## config.mk

```make
export PLATFORM = sky130hd
export DESIGN_NAME = pulse_rate_detector_core_flat
export DESIGN_NICKNAME = d
export VERILOG_FILES = /design/src/rtl/core/prd_pkg.sv /design/src/rtl/core/prd_ifs.sv /design/src/rtl/core/pulse_rate_detector_core.sv /design/src/flat_wrapper.sv
export SDC_FILE = /design/constraint.sdc
export NUM_CORES = 2
export LEC_CHECK = 0
export ABC_AREA = 1
export BUFFER_PORTS_ARGS = -buffer_cell sky130_fd_sc_hd__buf_2
export CAP_MARGIN = 20
export CELL_PAD_IN_SITES_DETAIL_PLACEMENT = 1
export CELL_PAD_IN_SITES_GLOBAL_PLACEMENT = 1
export CORE_MARGIN = 1
export CORE_UTILIZATION = 49
export DETAILED_ROUTE_END_ITERATION = 16
export PLACE_DENSITY_LB_ADDON = 0.1
export REMOVE_ABC_BUFFERS = 1
export SLEW_MARGIN = 40
export SYNTH_ARGS = -nofsm -noshare
export SYNTH_HDL_FRONTEND = slang
export SYNTH_SLANG_ARGS = --single-unit
```

## constraint.sdc

```tcl
create_clock -name i_clk -period 8.2 [get_ports i_clk]
set_input_delay 0 -clock i_clk [delete_from_list [all_inputs] [get_ports i_clk]]
set_output_delay 0 -clock i_clk [all_outputs]
set_load 0.02 [all_outputs]
```

## src/rtl/core/prd_pkg.sv

```systemverilog
// ---------------------------------------------------------------------------
// prd_pkg
// Shared constants and types for the pulse rate detector core.
// ---------------------------------------------------------------------------
package prd_pkg;

    localparam int RAW_DEPTH    = 16;
    localparam int AVG_DEPTH    = 16;
    localparam int PERIOD_DEPTH = 8;

    localparam int RAW_IDX_W = (RAW_DEPTH > 1) ? $clog2(RAW_DEPTH) : 1;
    localparam int AVG_IDX_W = (AVG_DEPTH > 1) ? $clog2(AVG_DEPTH) : 1;
    localparam int PER_IDX_W = (PERIOD_DEPTH > 1) ? $clog2(PERIOD_DEPTH) : 1;
    localparam int IDX_W     = (RAW_IDX_W > AVG_IDX_W) ?
                               ((RAW_IDX_W > PER_IDX_W) ? RAW_IDX_W : PER_IDX_W) :
                               ((AVG_IDX_W > PER_IDX_W) ? AVG_IDX_W : PER_IDX_W);

    localparam int SAMPLE_W = 10;
    localparam int TIME_W   = 32;
    localparam int LIMIT_W  = 18;
    localparam int BASE_W   = 18;
    localparam int BPM_W    = 16;
    localparam int FRAC_W   = 8;

    // Accumulator and count sizing
    localparam int RAW_SUM_W = SAMPLE_W + $clog2(RAW_DEPTH + 1);
    localparam int AVG_SUM_W = SAMPLE_W + $clog2(AVG_DEPTH + 1);
    localparam int PER_SUM_W = TIME_W + $clog2(PERIOD_DEPTH + 1);
    localparam int SUM_W     = PER_SUM_W;
    localparam int CNT_W     = $clog2(((RAW_DEPTH > AVG_DEPTH) ? RAW_DEPTH : AVG_DEPTH) + 1);

    // Serial divider: quotient/dividend shift register and step counter
    localparam int QUO_W   = (PER_SUM_W > AVG_SUM_W + FRAC_W) ? PER_SUM_W : AVG_SUM_W + FRAC_W;
    localparam int DCNT_W  = $clog2(QUO_W + 1);
    localparam int BPM_NUM = 1000 * 60;
    localparam int BPM_NUM_W = 16;

    typedef enum logic [9:0] {
        S_IDLE = 10'b00_0000_0001,
        S_RSUM = 10'b00_0000_0010,
        S_RDIV = 10'b00_0000_0100,
        S_BSUM = 10'b00_0000_1000,
        S_BDIV = 10'b00_0001_0000,
        S_CMP  = 10'b00_0010_0000,
        S_PSUM = 10'b00_0100_0000,
        S_PDIV = 10'b00_1000_0000,
        S_QDIV = 10'b01_0000_0000,
        S_DONE = 10'b10_0000_0000
    } t_state;

endpackage

```

## src/rtl/core/prd_ifs.sv

```systemverilog
// ---------------------------------------------------------------------------
// prd_ifs
// Valid/ready channels of the pulse rate detector: sample in, result out,
// configuration write.
// ---------------------------------------------------------------------------
interface prd_in_if;
    logic                         valid;
    logic                         ready;
    logic [prd_pkg::SAMPLE_W-1:0] sample;
    logic [prd_pkg::TIME_W-1:0]   now_ms;
    modport source (output valid, sample, now_ms, input ready);
    modport sink   (input valid, sample, now_ms, output ready);
endinterface

interface prd_out_if;
    logic                         valid;
    logic                         ready;
    logic                         beat;
    logic                         in_pulse;
    logic [prd_pkg::SAMPLE_W-1:0] avg_value;
    logic [prd_pkg::BASE_W-1:0]   baseline;
    logic [prd_pkg::TIME_W-1:0]   avg_period;
    logic [prd_pkg::BPM_W-1:0]    bpm;
    modport source (output valid, beat, in_pulse, avg_value, baseline, avg_period, bpm,
                    input ready);
    modport sink   (input valid, beat, in_pulse, avg_value, baseline, avg_period, bpm,
                    output ready);
endinterface

interface prd_cfg_if;
    logic                        valid;
    logic                        ready;
    logic [prd_pkg::LIMIT_W-1:0] data;
    modport source (output valid, data, input ready);
    modport sink   (input valid, data, output ready);
endinterface

```

## src/rtl/core/pulse_rate_detector_core.sv

```systemverilog
// ---------------------------------------------------------------------------
// pulse_rate_detector_core
// Moving-average threshold pulse detector with beat period averaging and BPM.
// ---------------------------------------------------------------------------
// channel   dir  words carried
// i_in      in   sample, now_ms
// o_out     out  beat, in_pulse, avg_value, baseline, avg_period, bpm
// i_cfg     in   detection_limit (always ready)
//
// One word at a time: each accepted sample passes through three ring sweeps
// (16 + 16 + 8 entries, one a cycle), four passes of the shared radix-2
// divider (15 + 23 + 36 + 16 steps) and one compare step before its result
// is valid. The next sample is taken once the last is done; a finished result
// waits in the output register while the next one works, and a second finished
// result holds until the first is taken. Reset clears all rings and pointers.
// ---------------------------------------------------------------------------
module pulse_rate_detector_core (
    input  logic       i_clk,
    input  logic       i_rst_n,
    prd_in_if.sink     i_in,
    prd_out_if.source  o_out,
    prd_cfg_if.sink    i_cfg
);

    prd_pkg::t_state r_state;

    logic [prd_pkg::SAMPLE_W-1:0] r_raw_ring [prd_pkg::RAW_DEPTH];
    logic [prd_pkg::SAMPLE_W-1:0] r_avg_ring [prd_pkg::AVG_DEPTH];
    logic [prd_pkg::TIME_W-1:0]   r_per_ring [prd_pkg::PERIOD_DEPTH];
    logic [prd_pkg::RAW_IDX_W-1:0] r_raw_pos;
    logic [prd_pkg::AVG_IDX_W-1:0] r_avg_pos;
    logic [prd_pkg::PER_IDX_W-1:0] r_per_pos;
    logic                          r_mark;
    logic [prd_pkg::TIME_W-1:0]    r_last_ms;
    logic [prd_pkg::TIME_W-1:0]    r_now;
    logic [prd_pkg::LIMIT_W-1:0]   r_limit;

    logic [prd_pkg::IDX_W-1:0]  r_idx;
    logic [prd_pkg::SUM_W-1:0]  r_sum;
    logic [prd_pkg::CNT_W-1:0]  r_cnt;

    logic [prd_pkg::QUO_W-1:0]  r_quo;
    logic [prd_pkg::TIME_W-1:0] r_rem;
    logic [prd_pkg::TIME_W-1:0] r_dvs;
    logic [prd_pkg::DCNT_W-1:0] r_dcnt;
    logic                       r_dz;

    logic                         r_beat;
    logic [prd_pkg::SAMPLE_W-1:0] r_avg;
    logic [prd_pkg::BASE_W-1:0]   r_base;
    logic [prd_pkg::TIME_W-1:0]   r_per;
    logic [prd_pkg::BPM_W-1:0]    r_bpm;

    logic                         r_ovalid;
    logic                         r_obeat;
    logic                         r_opulse;
    logic [prd_pkg::SAMPLE_W-1:0] r_oavg;
    logic [prd_pkg::BASE_W-1:0]   r_obase;
    logic [prd_pkg::TIME_W-1:0]   r_oper;
    logic [prd_pkg::BPM_W-1:0]    r_obpm;

    // ring sweep
    logic [prd_pkg::SUM_W-1:0]  n_elem;
    logic [prd_pkg::SUM_W-1:0]  n_sum;
    logic [prd_pkg::CNT_W-1:0]  n_cnt;
    logic                       n_last;

    // divider step
    logic [prd_pkg::TIME_W:0]   n_trial;
    logic                       n_qbit;
    logic [prd_pkg::TIME_W-1:0] n_rem;
    logic [prd_pkg::QUO_W-1:0]  n_quo;
    logic [prd_pkg::QUO_W-1:0]  n_q;
    logic                       n_dlast;

    // threshold
    logic [prd_pkg::BASE_W:0]   n_level;
    logic [prd_pkg::BASE_W:0]   n_scaled;

    always_comb begin
        n_elem = '0;
        n_last = 1'b0;
        case (r_state)
            prd_pkg::S_RSUM: begin
                n_elem = prd_pkg::SUM_W'(r_raw_ring[r_idx[prd_pkg::RAW_IDX_W-1:0]]);
                n_last = (r_idx == prd_pkg::IDX_W'(prd_pkg::RAW_DEPTH - 1));
            end
            prd_pkg::S_BSUM: begin
                n_elem = prd_pkg::SUM_W'(r_avg_ring[r_idx[prd_pkg::AVG_IDX_W-1:0]]);
                n_last = (r_idx == prd_pkg::IDX_W'(prd_pkg::AVG_DEPTH - 1));
            end
            prd_pkg::S_PSUM: begin
                n_elem = prd_pkg::SUM_W'(r_per_ring[r_idx[prd_pkg::PER_IDX_W-1:0]]);
                n_last = (r_idx == prd_pkg::IDX_W'(prd_pkg::PERIOD_DEPTH - 1));
            end
            default: begin
                n_elem = '0;
                n_last = 1'b0;
            end
        endcase
        n_sum = r_sum + n_elem;
        n_cnt = r_cnt + prd_pkg::CNT_W'(n_elem != '0);
    end

    always_comb begin
        n_trial = {r_rem, r_quo[prd_pkg::QUO_W-1]};
        n_qbit  = (n_trial >= {1'b0, r_dvs});
        n_rem   = n_qbit ? prd_pkg::TIME_W'(n_trial - {1'b0, r_dvs})
                         : n_trial[prd_pkg::TIME_W-1:0];
        n_quo   = {r_quo[prd_pkg::QUO_W-2:0], n_qbit};
        n_q     = r_dz ? '0 : n_quo;
        n_dlast = (r_dcnt == prd_pkg::DCNT_W'(1));
    end

    always_comb begin
        n_level  = {1'b0, r_base} + prd_pkg::BASE_W'(r_limit) + (prd_pkg::BASE_W + 1)'(0);
        n_scaled = {1'b0, r_avg, {prd_pkg::FRAC_W{1'b0}}};
    end

    assign i_in.ready       = (r_state == prd_pkg::S_IDLE);
    assign i_cfg.ready      = 1'b1;
    assign o_out.valid      = r_ovalid;
    assign o_out.beat       = r_obeat;
    assign o_out.in_pulse   = r_opulse;
    assign o_out.avg_value  = r_oavg;
    assign o_out.baseline   = r_obase;
    assign o_out.avg_period = r_oper;
    assign o_out.bpm        = r_obpm;

    always_ff @(posedge i_clk) begin
        if (!i_rst_n) begin
            r_state   <= prd_pkg::S_IDLE;
            r_raw_pos <= '0;
            r_avg_pos <= '0;
            r_per_pos <= '0;
            r_mark    <= 1'b0;
            r_last_ms <= '0;
            r_limit   <= '0;
            r_ovalid  <= 1'b0;
            for (int i = 0; i < prd_pkg::RAW_DEPTH; i++) r_raw_ring[i] <= '0;
            for (int i = 0; i < prd_pkg::AVG_DEPTH; i++) r_avg_ring[i] <= '0;
            for (int i = 0; i < prd_pkg::PERIOD_DEPTH; i++) r_per_ring[i] <= '0;
        end else begin
            if (i_cfg.valid) begin
                r_limit <= i_cfg.data;
            end
            // the done state reloads the output register itself
            if (o_out.valid && o_out.ready && (r_state != prd_pkg::S_DONE)) begin
                r_ovalid <= 1'b0;
            end

            // divider advances in every divide state, bar the bpm pass load
            if (((r_state == prd_pkg::S_RDIV) || (r_state == prd_pkg::S_BDIV) ||
                 (r_state == prd_pkg::S_PDIV) || (r_state == prd_pkg::S_QDIV)) &&
                !((r_state == prd_pkg::S_PDIV) && n_dlast)) begin
                r_quo  <= n_quo;
                r_rem  <= n_rem;
                r_dcnt <= r_dcnt - prd_pkg::DCNT_W'(1);
            end

            case (r_state)
                prd_pkg::S_IDLE: begin
                    if (i_in.valid) begin
                        r_raw_ring[r_raw_pos] <= i_in.sample;
                        r_raw_pos <= (r_raw_pos == prd_pkg::RAW_IDX_W'(prd_pkg::RAW_DEPTH - 1))
                                     ? '0 : r_raw_pos + prd_pkg::RAW_IDX_W'(1);
                        r_now   <= i_in.now_ms;
                        r_idx   <= '0;
                        r_sum   <= '0;
                        r_cnt   <= '0;
                        r_state <= prd_pkg::S_RSUM;
                    end
                end
                prd_pkg::S_RSUM: begin
                    r_sum <= n_sum;
                    r_cnt <= n_cnt;
                    r_idx <= r_idx + prd_pkg::IDX_W'(1);
                    if (n_last) begin
                        r_rem   <= '0;
                        r_quo   <= prd_pkg::QUO_W'(n_sum[prd_pkg::RAW_SUM_W-1:0])
                                   << (prd_pkg::QUO_W - prd_pkg::RAW_SUM_W);
                        r_dvs   <= prd_pkg::TIME_W'(n_cnt);
                        r_dz    <= (n_cnt == '0);
                        r_dcnt  <= prd_pkg::DCNT_W'(prd_pkg::RAW_SUM_W);
                        r_state <= prd_pkg::S_RDIV;
                    end
                end
                prd_pkg::S_RDIV: begin
                    if (n_dlast) begin
                        r_avg <= n_q[prd_pkg::SAMPLE_W-1:0];
                        r_avg_ring[r_avg_pos] <= n_q[prd_pkg::SAMPLE_W-1:0];
                        r_avg_pos <= (r_avg_pos == prd_pkg::AVG_IDX_W'(prd_pkg::AVG_DEPTH - 1))
                                     ? '0 : r_avg_pos + prd_pkg::AVG_IDX_W'(1);
                        r_idx   <= '0;
                        r_sum   <= '0;
                        r_cnt   <= '0;
                        r_state <= prd_pkg::S_BSUM;
                    end
                end
                prd_pkg::S_BSUM: begin
                    r_sum <= n_sum;
                    r_cnt <= n_cnt;
                    r_idx <= r_idx + prd_pkg::IDX_W'(1);
                    if (n_last) begin
                        r_rem   <= '0;
                        r_quo   <= prd_pkg::QUO_W'({n_sum[prd_pkg::AVG_SUM_W-1:0],
                                                    {prd_pkg::FRAC_W{1'b0}}})
                                   << (prd_pkg::QUO_W - prd_pkg::AVG_SUM_W - prd_pkg::FRAC_W);
                        r_dvs   <= prd_pkg::TIME_W'(n_cnt);
                        r_dz    <= (n_cnt == '0);
                        r_dcnt  <= prd_pkg::DCNT_W'(prd_pkg::AVG_SUM_W + prd_pkg::FRAC_W);
                        r_state <= prd_pkg::S_BDIV;
                    end
                end
                prd_pkg::S_BDIV: begin
                    if (n_dlast) begin
                        r_base  <= n_q[prd_pkg::BASE_W-1:0];
                        r_state <= prd_pkg::S_CMP;
                    end
                end
                prd_pkg::S_CMP: begin
                    r_beat <= (n_scaled > n_level) && !r_mark;
                    if ((n_scaled > n_level) && !r_mark) begin
                        r_mark <= 1'b1;
                        r_per_ring[r_per_pos] <= r_now - r_last_ms;
                        r_per_pos <= (r_per_pos == prd_pkg::PER_IDX_W'(prd_pkg::PERIOD_DEPTH - 1))
                                     ? '0 : r_per_pos + prd_pkg::PER_IDX_W'(1);
                        r_last_ms <= r_now;
                    end else if (n_scaled < n_level) begin
                        r_mark <= 1'b0;
                    end
                    r_idx   <= '0;
                    r_sum   <= '0;
                    r_cnt   <= '0;
                    r_state <= prd_pkg::S_PSUM;
                end
                prd_pkg::S_PSUM: begin
                    r_sum <= n_sum;
                    r_cnt <= n_cnt;
                    r_idx <= r_idx + prd_pkg::IDX_W'(1);
                    if (n_last) begin
                        r_rem   <= '0;
                        r_quo   <= prd_pkg::QUO_W'(n_sum[prd_pkg::PER_SUM_W-1:0])
                                   << (prd_pkg::QUO_W - prd_pkg::PER_SUM_W);
                        r_dvs   <= prd_pkg::TIME_W'(n_cnt);
                        r_dz    <= (n_cnt == '0);
                        r_dcnt  <= prd_pkg::DCNT_W'(prd_pkg::PER_SUM_W);
                        r_state <= prd_pkg::S_PDIV;
                    end
                end
                prd_pkg::S_PDIV: begin
                    if (n_dlast) begin
                        r_per   <= n_q[prd_pkg::TIME_W-1:0];
                        r_rem   <= '0;
                        r_quo   <= prd_pkg::QUO_W'(prd_pkg::BPM_NUM_W'(prd_pkg::BPM_NUM))
                                   << (prd_pkg::QUO_W - prd_pkg::BPM_NUM_W);
                        r_dvs   <= n_q[prd_pkg::TIME_W-1:0];
                        r_dz    <= (n_q[prd_pkg::TIME_W-1:0] == '0);
                        r_dcnt  <= prd_pkg::DCNT_W'(prd_pkg::BPM_NUM_W);
                        r_state <= prd_pkg::S_QDIV;
                    end
                end
                prd_pkg::S_QDIV: begin
                    if (n_dlast) begin
                        r_bpm   <= n_q[prd_pkg::BPM_W-1:0];
                        r_state <= prd_pkg::S_DONE;
                    end
                end
                prd_pkg::S_DONE: begin
                    // hold until the output register is free
                    if (!r_ovalid || o_out.ready) begin
                        r_ovalid <= 1'b1;
                        r_obeat  <= r_beat;
                        r_opulse <= r_mark;
                        r_oavg   <= r_avg;
                        r_obase  <= r_base;
                        r_oper   <= r_per;
                        r_obpm   <= r_bpm;
                        r_state  <= prd_pkg::S_IDLE;
                    end
                end
                default: begin
                    r_state <= prd_pkg::S_IDLE;
                end
            endcase
        end
    end

endmodule

```

## src/flat_wrapper.sv

```systemverilog
// flat-port wrapper written by rule: the top's interface ports become plain ports
module pulse_rate_detector_core_flat 
  (i_clk, i_rst_n, i_in_valid, i_in_sample, i_in_now_ms, i_in_ready, o_out_valid, o_out_beat, o_out_in_pulse, o_out_avg_value, o_out_baseline, o_out_avg_period, o_out_bpm, o_out_ready, i_cfg_valid, i_cfg_data, i_cfg_ready);
  prd_in_if i_in_i ();
  prd_out_if o_out_i ();
  prd_cfg_if i_cfg_i ();
  input  logic i_clk;
  input  logic i_rst_n;
  input wire logic [$bits(i_in_i.valid)-1:0] i_in_valid;
  input wire logic [$bits(i_in_i.sample)-1:0] i_in_sample;
  input wire logic [$bits(i_in_i.now_ms)-1:0] i_in_now_ms;
  output wire logic [$bits(i_in_i.ready)-1:0] i_in_ready;
  output wire logic [$bits(o_out_i.valid)-1:0] o_out_valid;
  output wire logic [$bits(o_out_i.beat)-1:0] o_out_beat;
  output wire logic [$bits(o_out_i.in_pulse)-1:0] o_out_in_pulse;
  output wire logic [$bits(o_out_i.avg_value)-1:0] o_out_avg_value;
  output wire logic [$bits(o_out_i.baseline)-1:0] o_out_baseline;
  output wire logic [$bits(o_out_i.avg_period)-1:0] o_out_avg_period;
  output wire logic [$bits(o_out_i.bpm)-1:0] o_out_bpm;
  input wire logic [$bits(o_out_i.ready)-1:0] o_out_ready;
  input wire logic [$bits(i_cfg_i.valid)-1:0] i_cfg_valid;
  input wire logic [$bits(i_cfg_i.data)-1:0] i_cfg_data;
  output wire logic [$bits(i_cfg_i.ready)-1:0] i_cfg_ready;
  assign i_in_i.valid = i_in_valid;
  assign i_in_i.sample = i_in_sample;
  assign i_in_i.now_ms = i_in_now_ms;
  assign i_in_ready = i_in_i.ready;
  assign o_out_valid = o_out_i.valid;
  assign o_out_beat = o_out_i.beat;
  assign o_out_in_pulse = o_out_i.in_pulse;
  assign o_out_avg_value = o_out_i.avg_value;
  assign o_out_baseline = o_out_i.baseline;
  assign o_out_avg_period = o_out_i.avg_period;
  assign o_out_bpm = o_out_i.bpm;
  assign o_out_i.ready = o_out_ready;
  assign i_cfg_i.valid = i_cfg_valid;
  assign i_cfg_i.data = i_cfg_data;
  assign i_cfg_ready = i_cfg_i.ready;
  pulse_rate_detector_core u_core (.i_clk(i_clk), .i_rst_n(i_rst_n), .i_in(i_in_i), .o_out(o_out_i), .i_cfg(i_cfg_i));
endmodule
```

Word level (Yosys, flattened, before mapping) --
Memories as Yosys holds them, arrays and structs flattened. A register that Yosys moved wholly into a read port is not among the register bits. Cells that the tools add are included.
Storage, ports and cells: register bits after elaboration 412, bits in latches 0, RAM bits 576, bits in read-only memories 0, bits of input ports 65, output and inout port bits 81, memories kept 3
Cells by class: add/sub/neg operators 10, $mul 0, div/mod/pow operators 0, order comparisons 3, equality and inequality tests 27, shift operators 0, muxes and demuxes 77, bitwise operators 0, reductions and logical operators 37
Memory list:
- u_core.r_per_ring | depth 8, bits a word 32, read ports 1, clocked after Yosys merged registers in 1, write ports 8, line pulse_rate_detector_core.sv:29 | logic [prd_pkg::TIME_W-1:0] r_per_ring [prd_pkg::PERIOD_DEPTH];
- u_core.r_avg_ring | depth 16, bits a word 10, read ports 1, clocked after Yosys merged registers in 1, write ports 16, line pulse_rate_detector_core.sv:28 | logic [prd_pkg::SAMPLE_W-1:0] r_avg_ring [prd_pkg::AVG_DEPTH];
- u_core.r_raw_ring | depth 16, bits a word 10, read ports 1, clocked after Yosys merged registers in 1, write ports 16, line pulse_rate_detector_core.sv:27 | logic [prd_pkg::SAMPLE_W-1:0] r_raw_ring [prd_pkg::RAW_DEPTH];
Operator list (count):
- $mux 32 | 8
- $mux 36 | 6
- $pmux 36 s4 | 1
- $pmux 32 s2 | 2
- $mux 10 | 11
- $pmux 36 s3 | 1
- $pmux 10 s10 | 1
- $pmux 32 s3 | 1
- $sub 32x32->32 | 2
- $add 36x32->36 | 1
- $reduce_bool 36->1 | 1
- $ge 33x32->1 | 1
- $logic_not 32->1 | 1
- $mux 4 | 8
- $reduce_or 32->1 | 1
- $mux 6 | 5
- $pmux 6 s4 | 1
- $mux 1 | 23
- $pmux 5 s4 | 1
- $reduce_or 10->1 | 2
- $add 18x18->19 | 1
- $gt 18x19->1 | 1
- $lt 18x19->1 | 1
- $ne 2x1->1 const B | 9
- other kinds (36) | 64

Logic depth before layout (Yosys ltp) --
depth in word-level cells 9, mapped depth 31, depth with buffers taken out 28

Least setup slack after synthesis --
OpenSTA, ideal clock, no wires.
path type reg-to-reg, start point reg u_core.r_state[6], end point reg u_core.r_oper (netlist bit u_core.o_out.avg_period[0]), enable pin, setup time 0.610 ns, data arrival time 6.173 ns, setup slack 1.418 ns, stages on the path, launching flop included 6, path buffers 0, period minus slack after synthesis 6.782 ns, path through dfxtp_1 -> nor2_4 -> nand2_4 -> nor2_1 -> nand2_1 -> nor3_1
On the way: cells in the longest elaborated chain, start to end 2
RTL lines:
- start, declared | line pulse_rate_detector_core.sv:25 | prd_pkg::t_state r_state;
- start signal, assigned | line pulse_rate_detector_core.sv:132 | r_state <= prd_pkg::S_IDLE;
- start signal, assigned | line pulse_rate_detector_core.sv:171 | r_state <= prd_pkg::S_RSUM;
- start signal, assigned | line pulse_rate_detector_core.sv:185 | r_state <= prd_pkg::S_RDIV;
- $eq 10x10->1 | line pulse_rate_detector_core.sv:161 | case (r_state)
- $reduce_and 3->1 (no line)
- end signal, assigned | line pulse_rate_detector_core.sv:277 | r_oper <= r_per;
- end, declared | line pulse_rate_detector_core.sv:59 | logic [prd_pkg::TIME_W-1:0] r_oper;
Every way passes these cells. A chain may end at the register's enable or synchronous reset.

==> flow_summary.json <==
{
  "fin_ws_ns": 2.25,
  "io_buffers": 144,
  "min_to": "u_core.r_limit[1]",
  "numCtsBuffers": 108,
  "antenna_found_initial": 1,
  "wl_per_cell_um": 22.2,
  "final-setup-viol-count": 0,
  "fin_setup_tns_ns": 0,
  "fillers": 11900,
  "skew_ns": 0.0288,
  "fin_cells": 7255,
  "row_count": 118,
  "pre_cts_ws_ns": 2.01,
  "drive_gt1_share_pct": 8.44,
  "cts_setup_buffers": 0,
  "p_leak_nw": 23.2,
  "grt_pass1_wl_um": 251000,
  "htree_levels": 3,
  "synth_top_area_share_pct": 53.2,
  "powerDensity_mw_per_mm2": 297,
  "critPathKind": "flop to flop",
  "min_period_ns": 5.95,
  "num_vias": 41500,
  "r2r_end": "u_core.r_per_ring[5][30]",
  "dp_hpwl_um": 108000,
  "hold_class": "primary input to flop",
  "slew_violations": 0,
  "drc_errors": 0,
  "r2r_cells": 25,
  "clk_latency_ns": 0.72,
  "crit_family": "simple AND/OR/NAND/NOR gates",
  "cap_violations": 0,
  "vias_per_cell": 5.72,
  "ant_nets": 0,
  "drt-pass1-iter-count": 5,
  "critPathMaxStageDelay_ns": 0.68,
  "min_path_cells": 3,
  "r2r-start": "u_core.r_base[2]",
  "rsz0062_at_grt": "false",
  "cts_root_buf": "clkbuf_16",
  "finalCritPeriodShare_pct": 72.5,
  "dieArea_mm2": 0.107,
  "drt_wl_total_um": 161000,
  "netlist_area_mm2": 0.0517,
  "synthArstFlopShare_pct": 0,
  "cp_common_cell": "nor2_1",
  "critPathLaunchType": "flop",
  "grt_start_max_net_pins": 216,
  "ys_types": 64,
  "regToRegSetupSlack_ns": 2.25,
  "hold_start": "i_cfg_valid",
  "cp_data_required_time_ns": 8.55,
  "io_pins": 146,
  "grt.total_usage_pct": 30.2,
  "clk_path_buf_depth": 3,
  "core_area_mm2": 0.104,
  "synth_seq_cells": 992,
  "outcome": "finished clean",
  "yosysSeqAreaShare_pct": 56.1,
  "die_h_um": 327,
  "synth_edf_count": 915,
  "yosys_most_used_dff": "edfxtp_1",
  "area_growth_pct": 12.6,
  "tightest_slew_ns": 0.887,
  "syn_inst": 5653,
  "critPathMaxFanout": 41,
  "crit_path_top_delay_cell": "nand4_4",
  "gr-total-overflow": 0,
  "hold_violations": 0,
  "grt_pass1_vias": 44100,
  "synth_most_common_cell": "nor2_1",
  "drt_iter0_markers": 2804,
  "cp-end-kind": "flop",
  "yosys.area.top_type": "edfxtp_1",
  "cts.sinks": 992,
  "crit_buf_inv": 4,
  "cp.arrival_ns": 6.30,
  "die_x_um": 327,
  "yosys_warnings": 0,
  "synthTopCellsByCount": "1072 x nor2_1, 915 x edfxtp_1, 821 x nand2_1, 565 x inv_1, 450 x o21ai_0",
  "yosys-top-cells-area": "edfxtp_1 53%, nor2_1 7.8%, nand2_1 6.0%, o21ai_0 4.4%, inv_1 4.1%",
  "cts_tree": "yes",
  "dp_cells": 6935,
  "avgSynthCellArea_um2": 9.14,
  "ir_worst_vdd_mv": 0.193,
  "slew_headroom_pct": 40.5,
  "gp_congestion": 0.907,
  "clk_pin_slew_ns": 0.06,
  "start_util_pct": 49.7,
  "nets": 5988,
  "max_freq_ghz": 0.168
}
-- timing repair --
item,in CTS,in global routing
hold endpoints to repair,226,0
gates resized for setup,0,0
hold buffers,113,0
-- worst min-delay path: cells and delay by family --
kind	cells	cell delay, ns
compound gates	1	0.12
buf+inv	2	0.61
-- per-stage QoR --
| stage | area (µm²) | hold WS, ns | util [%] | total power (W) |
|---|---|---|---|---|
| 5_1_grt | 58200 | 0.161 | 55.9 | 0.0181 |
| 6_report | 58200 | 0.0888 | 55.9 | 0.0173 |
| 3_3_place_gp | 53300 | 0.176 | 51.2 | 0.0122 |
| 3_5_place_dp | 53400 | 0.178 | 51.3 | 0.0123 |
| 2_1_floorplan | 50300 | 0.0842 | - | 0.0103 |
| 4_1_cts | 58100 | 0.0938 | 55.8 | 0.0173 |
-- cells in the final DEF, fill, tap and decap left out, types with 30 or more instances in the layout --
cell           instances
nor2_1              1066
edfxtp_1             915
nand2_1              816
inv_1                561
o21ai_0              441
nor3_1               284
nand3_1              268
a21oi_1              208
buf_2                143
ha_1                 138
o211ai_1             128
dlygate4sd3_1        113
clkbuf_16            109
nand4_1               74
dfxtp_1               74
xor2_1                43
buf_4                 43
o21ai_1               31
clkinv_1              30
-- layout make-up --
type                    count  area, µm²  share of cell area (%)
multi-input cells        3771      19200                    33.1
well taps                1380       1730                    2.97
inverters                 592       2230                    3.84
clock inverters            62        559                   0.961
flip-flops and latches    992      29000                    49.9
clock buffers             141       2950                    5.07
repair buffers            316       2450                    4.22
diodes                      1       2.50                 0.00430
-- cells by family (layout without fill, tap and decap cells) --
logic type	after synthesis	after routing	synth area share, %
compound gates	912	912	9.98
xor+xnor	80	80	1.37
fa+ha+maj	142	142	3.50
buf+inv	890	1111	7.08
flops	992	992	56.1
other cells	1	2	0.00726
simple gates	2636	2636	21.9
-- power by group --
group | internal [W] | total (W) | switching (W)
clock | 0.00276 | 0.00486 | 0.00211
sequential | 0.00611 | 0.00644 | 0.000329
combinational | 0.00166 | 0.00597 | 0.00431
-- per-layer routing --
metal | share of wire (%) | vias to the layer above | track usage (%)
met4 | 3.3 | 2 | 10.3
met2 | 51 | 1021 | 53.7
met1 | 42 | 20700 | 37.7
li1 | - | 19500 | -
met3 | 4.4 | 320 | 3.75
met5 | 0.0068 | - | 0
-- registers in the layout, summed over array words and instances, names as in the netlist, 6 cells and up, named ones only --
register / cells
u_core.r_rem: 32
u_core.r_per: 32
u_core.o_out.avg_period: 32
u_core.r_per_ring: 256
u_core.r_base: 18
u_core.r_dvs: 32
u_core.r_now: 32
u_core.r_raw_ring: 160
u_core.r_sum: 36
u_core.r_avg_ring: 160
u_core.r_state: 10
u_core.r_quo: 36
u_core.r_dcnt: 6
u_core.r_bpm: 16
u_core.o_out.bpm: 16
u_core.o_out.avg_value: 10
u_core.r_limit: 18
u_core.r_last_ms: 32
u_core.r_avg: 10
u_core.o_out.baseline: 18
-- worst max path at each step --
stage / from / endpoint / depth (start not counted)
finish: u_core.r_base[2] / u_core.r_per_ring[5][30] / 25
global route: u_core.r_base[2] / u_core.r_per_ring[6][5] / 24
CTS: u_core.r_base[2] / u_core.r_per_ring[6][5] / 23
detailed placement: u_core.r_base[2] / u_core.r_per_ring[6][0] / 23
global placement: u_core.r_base[2] / u_core.r_per_ring[2][4] / 22
floorplan: flop / u_core.r_quo[20] / 22
Note: power is estimated with default switching activity, not from simulation.
